$ cat src/design/fractal_gradient_noise_assert.svh
// assertion macros shared by the noise block
`ifndef FRACTAL_GRADIENT_NOISE_ASSERT_SVH
`define FRACTAL_GRADIENT_NOISE_ASSERT_SVH

// condition must hold in the same cycle as the trigger
`define FGN_ASSERT_NOW(name, ante, cons, msg) \
  name: assert property (@(posedge clk_i) disable iff (!rst_ni) (ante) |-> (cons)) \
    else $error(msg);

// condition must hold in the cycle after the trigger
`define FGN_ASSERT_NEXT(name, ante, cons, msg) \
  name: assert property (@(posedge clk_i) disable iff (!rst_ni) (ante) |=> (cons)) \
    else $error(msg);

`endif

$ cat src/design/fgn_pkg.sv
package fgn_pkg;

  // table geometry, fixed by the 8-bit entry index
  localparam int TABLE_SIZE  = 256;
  localparam int TABLE_AW    = $clog2(TABLE_SIZE);
  localparam int MAX_OCTAVES = 32;

  // stream payload widths
  localparam int S_DATA_W = 208;
  localparam int M_DATA_W = 24;
  localparam int GRAD_W   = 96;
  localparam int OUT_W    = 23;

  // shared multiplier operand widths
  localparam int MUL_A_W = 19;
  localparam int MUL_B_W = 40;
  localparam int MUL_P_W = MUL_A_W + MUL_B_W;

  // item kinds carried in tuser
  localparam logic [1:0] MODE_LOAD = 2'd0;
  localparam logic [1:0] MODE_1D   = 2'd1;
  localparam logic [1:0] MODE_2D   = 2'd2;
  localparam logic [1:0] MODE_3D   = 2'd3;

  // configuration register indexes
  localparam logic [1:0] CFG_OCTAVE_WEIGHT = 2'd0;
  localparam logic [1:0] CFG_LACUNARITY    = 2'd1;
  localparam logic [1:0] CFG_OCTAVE_COUNT  = 2'd2;

  localparam logic [15:0] OCTAVE_WEIGHT_RST = 16'd16384;
  localparam logic [15:0] LACUNARITY_RST    = 16'd8192;
  localparam logic [5:0]  OCTAVE_COUNT_RST  = 6'd4;

  typedef enum logic [4:0] {
    ST_IDLE,
    ST_AX_FF,
    ST_AX_G,
    ST_AX_ST,
    ST_H_ADDR,
    ST_H_DATA,
    ST_G_ADDR,
    ST_G_DATA,
    ST_D_MUL,
    ST_D_ACC,
    ST_L_CHK,
    ST_L_ADD,
    ST_O_V,
    ST_O_W,
    ST_O_WS,
    ST_O_PS,
    ST_DONE
  } st_e;

endpackage

$ cat src/design/fgn_mul.sv
module fgn_mul (
  input  logic                               clk_i,
  input  logic signed [fgn_pkg::MUL_A_W-1:0] a_i,
  input  logic signed [fgn_pkg::MUL_B_W-1:0] b_i,
  output logic signed [fgn_pkg::MUL_P_W-1:0] p_o
);
  import fgn_pkg::*;

  logic signed [MUL_P_W-1:0] p_q;

  // signed product, registered every cycle
  always_ff @(posedge clk_i) begin
    p_q <= MUL_P_W'(a_i) * MUL_P_W'(b_i);
  end

  assign p_o = p_q;

endmodule

$ cat config.mk
export PLATFORM = sky130hd
export DESIGN_NAME = fgn_mul
export DESIGN_NICKNAME = d
export VERILOG_FILES = /design/src/design/fractal_gradient_noise_assert.svh /design/src/design/fgn_pkg.sv /design/src/design/fgn_mul.sv
export SDC_FILE = /design/constraint.sdc
export NUM_CORES = 2
export LEC_CHECK = 0
export BUFFER_PORTS_ARGS = -buffer_cell sky130_fd_sc_hd__buf_2
export CORE_MARGIN = 5
export CORE_UTILIZATION = 55
export CTS_CLUSTER_SIZE = 16
export DETAILED_ROUTE_END_ITERATION = 10
export PLACE_DENSITY = 0.76
export SLEW_MARGIN = 5
export SYNTH_ARGS = -nofsm -noshare
export SYNTH_HDL_FRONTEND = slang
export SYNTH_SLANG_ARGS = --single-unit
$ cat constraint.sdc
create_clock -name clk_i -period 7.15 [get_ports clk_i]
set_input_delay 1.0725 -clock clk_i [delete_from_list [all_inputs] [get_ports clk_i]]
set_output_delay 1.0725 -clock clk_i [all_outputs]
set_load 0.05 [all_outputs]
==> summary.txt <==
Min path
  – Worst min-delay path startpoint: b_i[0]
  – Worst Hold End: p_o[0]$_DFF_P_
  – Hold Path Stages: 3
  – Worst Hold Class: primary input to flop

GRT
  – First-pass GRT wire length: 126000 um
  – Initial antenna violation count: 4
  – Total global-route track usage: 0.301
  – Total gr overflow: 0
  – Number of global-route vias before repair: 24100
  – Pin count of the biggest net entering global routing: 31

STA
  – Final setup vio count: 0
  – Crit path time final: 7.00 ns
  – Hold Vio Cnt, Final: 0
  – Setup ws final: 0.155 ns
  – Final Slew Violations: 0
  – Fin Setup TNS: 0 ns
  – Part of the cycle the worst path needs: 0.978
  – Worst slew pin tran: 0.712 ns
  – Slew Limit Headroom: 0.525
  – Fmax: 143 MHz
  – RSZ-0062 raised after global routing: true

Cells and area
  – Share of cells above drive strength 1: 0.179
  – Layout Cells excl Fill: 3862
  – Fin nets: 4174
  – Util after Layout: 0.648
  – Max reg flops: 59
  – Synth-to-layout area growth: 17.3%

Critical path
  – Setup CP Type: primary input to flop
  – Crit path buf inv count: 9
  – Worst Path Arrival: 7.28 ns
  – Critical Path Slowest Stage Cell: fa_2
  – Crit-path max FO: 15
  – Startpoint types: primary input
  – Crit path largest cell delay: 0.53 ns
  – Critical path capture point type: flop
  – Top cell family by delay on the critical path: adder cells
  – CP required: 7.43 ns
  – Most frequent CP cell: inv_1

Place
  – Placed Cells: 3837
  – Placement Setup Slack: -0.992 ns
  – Port Buffers: 118
  – Placer Congestion: 1.07
  – DP HPWL: 66600 um

Synthesis
  – Synth cell types: 72
  – Number of flops mapped to enable cells by yosys: 0
  – Synth Flop Type: dfxtp_1
  – Top cells by count, synth: 726 x fa_1, 662 x inv_1, 497 x nand2_1
  – Post-synthesis sequential area ratio: 0.0440
  – Share of the synthesized area in the top cell type: 0.541
  – Syn nets: 3850
  – Most numerous cell in the Yosys netlist: fa_1
  – Synth warnings: 0
  – Syn avg cell area: 9.23 sq um
  – Synth top area cells: fa_1 54%, inv_1 9.3%, ha_1 7.2%
  – #FFs+latches synth: 59
  – Cells after synthesis: 2909
  – Async set-or-reset flop fraction in the synthesized netlist: 0
  – Mapped cell area: 0.0269 sq mm
  – Dominant cell type by area after synthesis: fa_1

Clock network
  – CTS clk-pin slew, worst paths: 0.05 ns
  – Clk sink count: 59
  – H-tree levels: 3
  – CTS tree: built
  – Root buf cell: clkbuf_16
  – Post-CTS Hold Buffers: 0
  – Num CTS Buffers: 9
  – Clock buffer depth: 2

Floorplan
  – Die width: 231 um
  – Starting Density: 0.552
  – Die height: 231 um
  – Die area: 0.0533 sq mm
  – Io pins: 119
  – Site row count: 81
  – Core Box Area: 0.0486 sq mm

Routing
  – Drt pass-1 iters: 7
  – DR WL/cell: 19.9 um
  – DRC violations left: 0
  – 1st-iter DRT viols: 1658
  – Via density: 5.46
  – WL final: 76800 um
  – DR vias: 21100
  – Post-route ant nets: 0

Job
  – Max-cap violations: 0

Status
  – Status: finished clean
==> cell families (layout without fill, tap and decap cells) <==
kind of cell               Yosys count  after routing  share of synthesized area
buffers and inverters              831           1160                      0.119
and+or+nand+nor                    895            895                      0.156
other                                0              2                          0
DFF                                 59             59                     0.0440
xor gates and xnor gates            58             58                     0.0189
muxes                                1              1                   0.000419
AOI/OAI and AO/OA                  184            184                     0.0485
adders and majority gates          881            881                      0.613
==> stage by stage <==
stage	instance area, sq um	hold WS [ns]
final	31500	1.27
after global routing	31500	1.27
after CTS	30900	1.24
after detailed placement	30500	1.54
after global placement	30500	1.54
after floorplan	26900	1.20
==> tightest hold or removal path: stages <==
cell,delay [ns]
buf_2,0.13
buf_4,0.22
and2_1,0.18
==> cell type report <==
class | instances | area, sq um
clock inverter | 5 | 52.6
inverter | 663 | 2490
sequential | 59 | 1180
timing repair buffer | 481 | 3890
antenna | 2 | 5.00
clock buffer | 11 | 243
multi-input combinational | 2019 | 22900
fill | 3743 | 17100
tap | 622 | 778
==> what timing repair did <==
action,CTS,global route
setup endpoints to repair,18,23
pin swaps,6,48
buffers inserted,1,7
gates resized for setup,25,142
==> worst max path at each step <==
| stage | depth (start not counted) | to | from |
|---|---|---|---|
| after floorplan | 23 | p_o[56]$_DFF_P_ | b_i[39] |
| after global placement | 24 | p_o[53]$_DFF_P_ | a_i[3] |
| after detailed placement | 24 | p_o[53]$_DFF_P_ | a_i[3] |
| after CTS | 23 | p_o[51]$_DFF_P_ | a_i[4] |
| after global routing | 27 | p_o[51]$_DFF_P_ | a_i[3] |
| final | 27 | p_o[51]$_DFF_P_ | a_i[3] |
==> layout by cell type, fill, tap and decap left out, types with 20 or more instances in the layout <==
cell type,count
o21ai_0,24
nand2_1,495
xnor2_1,40
nor2_1,61
buf_12,28
inv_1,659
and2_1,267
buf_4,337
buf_6,22
a21oi_1,44
fa_1,715
buf_2,75
ha_1,131
dfxtp_1,59
a21o_1,33
ha_4,20
==> metal layers <==
| metal | GRT usage | vias to the layer above | wire [um] |
|---|---|---|---|
| met3 | 0.0525 | 277 | 5750 |
| met4 | 0.139 | 2 | 3910 |
| met2 | 0.515 | 966 | 38700 |
| met1 | 0.377 | 10800 | 28300 |
| li1 | - | 9044 | - |
| met5 | 0 | - | 13 |
Power is left out: the tool's default activity adds up to more than one toggle a clock period on the data nets, which glitch-free logic cannot reach.
