[src/design/fractal_gradient_noise_assert.svh]
// assertion macros shared by the noise block
`ifndef FRACTAL_GRADIENT_NOISE_ASSERT_SVH
`define FRACTAL_GRADIENT_NOISE_ASSERT_SVH

// condition must hold in the same cycle as the trigger
`define FGN_ASSERT_NOW(name, ante, cons, msg) \
  name: assert property (@(posedge clk_i) disable iff (!rst_ni) (ante) |-> (cons)) \
    else $error(msg);

// condition must hold in the cycle after the trigger
`define FGN_ASSERT_NEXT(name, ante, cons, msg) \
  name: assert property (@(posedge clk_i) disable iff (!rst_ni) (ante) |=> (cons)) \
    else $error(msg);

`endif

[src/design/fgn_ram.sv]
module fgn_ram #(
  parameter int WIDTH = 8,
  parameter int DEPTH = 256
) (
  input  logic                     clk_i,
  input  logic                     we_i,
  input  logic [$clog2(DEPTH)-1:0] waddr_i,
  input  logic [WIDTH-1:0]         wdata_i,
  input  logic                     re_i,
  input  logic [$clog2(DEPTH)-1:0] raddr_i,
  output logic [WIDTH-1:0]         rdata_o
);

  logic [WIDTH-1:0] mem [DEPTH];
  logic [WIDTH-1:0] rdata_q;

  // one write port, one registered read port
  always_ff @(posedge clk_i) begin
    if (we_i) begin
      mem[waddr_i] <= wdata_i;
    end
    if (re_i) begin
      rdata_q <= mem[raddr_i];
    end
  end

  assign rdata_o = rdata_q;

endmodule

[config.mk]
export PLATFORM = sky130hd
export DESIGN_NAME = fgn_ram
export DESIGN_NICKNAME = d
export VERILOG_FILES = /design/src/design/fractal_gradient_noise_assert.svh /design/src/design/fgn_ram.sv
export SDC_FILE = /design/constraint.sdc
export NUM_CORES = 2
export LEC_CHECK = 0
export BUFFER_PORTS_ARGS = -buffer_cell sky130_fd_sc_hd__clkbuf_2
export CORE_MARGIN = 2
export CORE_UTILIZATION = 65
export CTS_BUF_LIST = sky130_fd_sc_hd__clkbuf_4
export CTS_CLUSTER_SIZE = 20
export DETAILED_ROUTE_END_ITERATION = 16
export HOLD_SLACK_MARGIN = 0.05
export PLACE_DENSITY_LB_ADDON = 0.1
export REMOVE_ABC_BUFFERS = 1
export SETUP_SLACK_MARGIN = 0.02
export SLEW_MARGIN = 25
export SYNTH_ARGS = -nofsm -noshare
export SYNTH_HDL_FRONTEND = slang
export SYNTH_SLANG_ARGS = --single-unit
[constraint.sdc]
create_clock -name clk_i -period 5.7 [get_ports clk_i]
set_clock_uncertainty 0.05 [all_clocks]
set_input_delay 0.285 -clock clk_i [delete_from_list [all_inputs] [get_ports clk_i]]
set_output_delay 0.285 -clock clk_i [all_outputs]
set_load 0.05 [all_outputs]
==> results_tabular.tex <==
\begin{tabular}{lr}
\hline
Metric & Value \\
\hline
\multicolumn{2}{l}{\textbf{CTS}} \\
\quad Resize count post-CTS & 0 \\
\quad CTS H-Tree Depth & 5 \\
\quad CTS tree & built \\
\quad Number of clock buffers inserted by TritonCTS & 493 \\
\quad Setup Fix Bufs, Post-CTS & 0 \\
\quad Insertion delay of the later-clocked pin in the worst-skew pair & 1430 ps \\
\quad Root Driver & clkbuf\_4 \\
\quad Clock-pin slew on the worst setup and hold paths & 70 ps \\
\quad Number of sinks driven by the clock tree & 2056 \\
\quad Buffers from clock root to sink, at most & 4 \\
\multicolumn{2}{l}{\textbf{Routing}} \\
\quad DRC errors left & 0 \\
\quad TritonRoute pass-1 iters & 6 \\
\quad Via total after detailed routing & 41480 \\
\quad Post-detailed-routing wire length & 195.1 mm \\
\quad Wire per inst & 31.68 µm \\
\quad Via-per-instance ratio & 6.736 \\
\quad Post-detailed-route count of antenna-violating nets & 0 \\
\quad DR iter-0 viols & 6193 \\
\multicolumn{2}{l}{\textbf{Synth}} \\
\quad Synthesis warning total & 0 \\
\quad Sequential cell area fraction in the yosys report & 77.53\% \\
\quad Most used standard cells in the synthesized netlist & edfxtp\_1, mux4\_2, nor2\_1 \\
\quad Synthesized area per cell & 21.33 µm² \\
\quad Leading register cell type out of synthesis & edfxtp\_1 \\
\quad Top cell type's share of synthesized area & 77.53\% \\
\quad Number of distinct standard cells referenced by the synthesized netlist & 54 \\
\quad Area of the mapped netlist & 79640 µm² \\
\quad Post-synthesis async set-or-reset flop share & 0\% \\
\quad Number of enable-type register cells in the synthesized netlist & 2056 \\
\quad Largest area contributor in the synthesized netlist & edfxtp\_1 \\
\quad Number of cells produced by synthesis & 3733 \\
\quad Most instantiated library cell after synthesis & edfxtp\_1 \\
\quad Post-synthesis register bit count & 2056 \\
\quad Cells taking the most area after synthesis & edfxtp\_1, mux4\_2, mux2i\_1, nor2\_1, a22oi\_1 \\
\multicolumn{2}{l}{\textbf{Final layout}} \\
\quad Fill cells & 7151 \\
\quad Layout cell share with drive strength beyond 1 & 29.28\% \\
\quad Area growth, synth to finish & 10.32\% \\
\quad \# nets final & 4182 \\
\quad Multi-input gate area & 16540 µm² \\
\quad Final cell count without fillers & 6159 \\
\quad Flip-flop and latch area & 61740 µm² \\
\multicolumn{2}{l}{\textbf{Hold path}} \\
\quad Path class of the lowest-slack min-delay path & primary input to flip-flop \\
\multicolumn{2}{l}{\textbf{Floorplanning}} \\
\quad Die Width & 354.0 µm \\
\quad Row count & 128 \\
\quad Full die area & 125300 µm² \\
\quad Die Span Y & 354.0 µm \\
\quad Ports & 35 \\
\quad Total core area & 121700 µm² \\
\quad Starting Density & 65.43\% \\
\multicolumn{2}{l}{\textbf{Power and ir drop}} \\
\quad Pwr dens & 336.3 nW/µm² \\
\quad Peak VDD IR & 0.0002801 V \\
\quad PnR Total Power & 0.02954 W \\
\quad Static leakage & 27.67 nW \\
\multicolumn{2}{l}{\textbf{Global routing}} \\
\quad Initial antenna violation count & 12 \\
\quad GR Util All Layers & 31.72\% \\
\quad Gr ovfl total & 0 \\
\quad Global-route wire length before repair & 283.2 mm \\
\quad Maximum number of pins on one net before global-route repair & 205 \\
\quad Via count of the first global-routing pass & 42180 \\
\multicolumn{2}{l}{\textbf{Placement}} \\
\quad Worst slack, placed & 1572 ps \\
\quad Number of port buffers & 34 \\
\quad Detailed placement HPWL & 115.0 mm \\
\quad Dpl cells & 5248 \\
\quad GPL Wtd Cong & 0.8795 \\
\multicolumn{2}{l}{\textbf{Setup path}} \\
\quad Type of element capturing the critical path & flip-flop \\
\quad Arrival time at the worst endpoint & 4500 ps \\
\quad Critical path start-end classification & primary input to flip-flop \\
\quad CP max FO & 24 \\
\quad Setup crit start kind & primary input \\
\quad Req. time, crit path & 6720 ps \\
\multicolumn{2}{l}{\textbf{STA}} \\
\quad Final worst-path setup slack & 2222 ps \\
\quad TNS Setup & 0 ps \\
\quad Share of the cycle needed by the critical path after routing & 61.02\% \\
\quad Worst slew slack as a fraction of its limit & 23.25\% \\
\quad Unrepaired setup endpoints after global routing & false \\
\quad Setup Viol. Count Final & 0 \\
\quad Final Slew Violations & 0 \\
\quad Max Fclk & 287.5 MHz \\
\quad Tightest Pin Transition & 1150 ps \\
\quad Final Hold Fails & 0 \\
\quad Post-route minimum period & 3478 ps \\
\multicolumn{2}{l}{\textbf{Run}} \\
\quad Max-capacitance violation count & 0 \\
\multicolumn{2}{l}{\textbf{Outcome}} \\
\quad Run status & finished, final reports clean \\
\hline
\end{tabular}
-- layout make-up --
type,count,area share [%]
Antenna cell,12,0.03418
Clock buffer,688,5.879
Clock inverter,174,0.8844
Inverter,2,0.008545
Multi-Input combinational cell,1442,18.82
Sequential cell,2056,70.27
Tap cell,1625,2.314
Timing Repair Buffer,160,1.784
-- layout by cell type (no fill, tap or decap), types with 10 or more instances in the layout --
cell type	instances
clkinv_2	15
buf_12	17
a22oi_1	133
nand2_1	33
clkbuf_4	688
o22ai_1	28
diode_2	12
nor3_1	22
mux4_2	454
dlygate4sd3_1	31
edfxtp_1	2056
nor4_1	22
nand3_1	28
clkbuf_2	22
a21oi_1	96
nor2b_1	28
a211oi_1	16
mux2i_1	134
a221oi_1	13
o221ai_1	46
o21ai_0	10
nor2_1	276
nand4_1	10
buf_4	74
clkinv_1	152
o211ai_1	10
-- state kept, by name (all words and copies together) (netlist names) --
signal / flops
mem: 2048
rdata_o: 8
-- power breakdown --
part | switching [W] | total (W) | internal (W)
Sequential | 0.0000257 | 0.0167 | 0.0167
Clock | 0.00561 | 0.0113 | 0.00572
Combinational | 0.00100 | 0.00152 | 0.000514
-- per-layer routing --
| metal | vias to the layer above | part of all wire (%) | track usage, % | wire length, µm |
|---|---|---|---|---|
| met4 | 4 | 3.3 | 12.13 | 6380 |
| met5 | - | 0.011 | 0 | 21 |
| li1 | 16920 | - | - | - |
| met2 | 2804 | 48 | 48.07 | 92880 |
| met3 | 399 | 12 | 9.000 | 23360 |
| met1 | 21360 | 37 | 44.90 | 72500 |
-- stage by stage --
step	instance area (µm²)	util (%)	hold slack [ps]
4_1_cts	87730	72.08	54.40
6_report	87860	72.18	132.3
2_1_floorplan	78190	-	333.9
5_1_grt	87840	72.17	72.22
3_3_place_gp	81390	66.87	671.1
3_5_place_dp	81430	66.90	667.2
-- path summary, 6_finish.rpt --
path	depth (start not counted)	end	start	slack, ps
worst max-delay path	10	rdata_o[3]	raddr_i[3]	2220
worst min-delay path	2	mem[86][4]	wdata_i[4]	130
worst max register to register	7	rdata_o[3]	mem[34][3]	2560
worst min register to register	6	rdata_o[5]	mem[32][5]	1160
-- repair_timing --
action / in CTS / in global routing
hold endpoints to repair: 2376 / 54
endpoints found under the setup margin: 0 / 0
hold buffers: 32 / 2
-- worst max-delay path: stages --
cell and delay [ps]:
buf_2 570, buf_4 490, buf_4 340, nor2b_1 670
nand2_1 180, a311oi_1 300, dlygate4sd3_1 590, o221ai_1 150
a211oi_1 770, nor4_1 80
-- cell families after synthesis --
| logic type | count (synthesis) | share of synthesized area, % |
|---|---|---|
| DFF | 2056 | 77.53 |
| muxes | 591 | 14.60 |
| and+or+nand+nor | 466 | 2.625 |
| AOI/OAI and AO/OA | 385 | 3.416 |
| buffers and inverters | 235 | 1.829 |
Power figures use the tool's default switching activity.
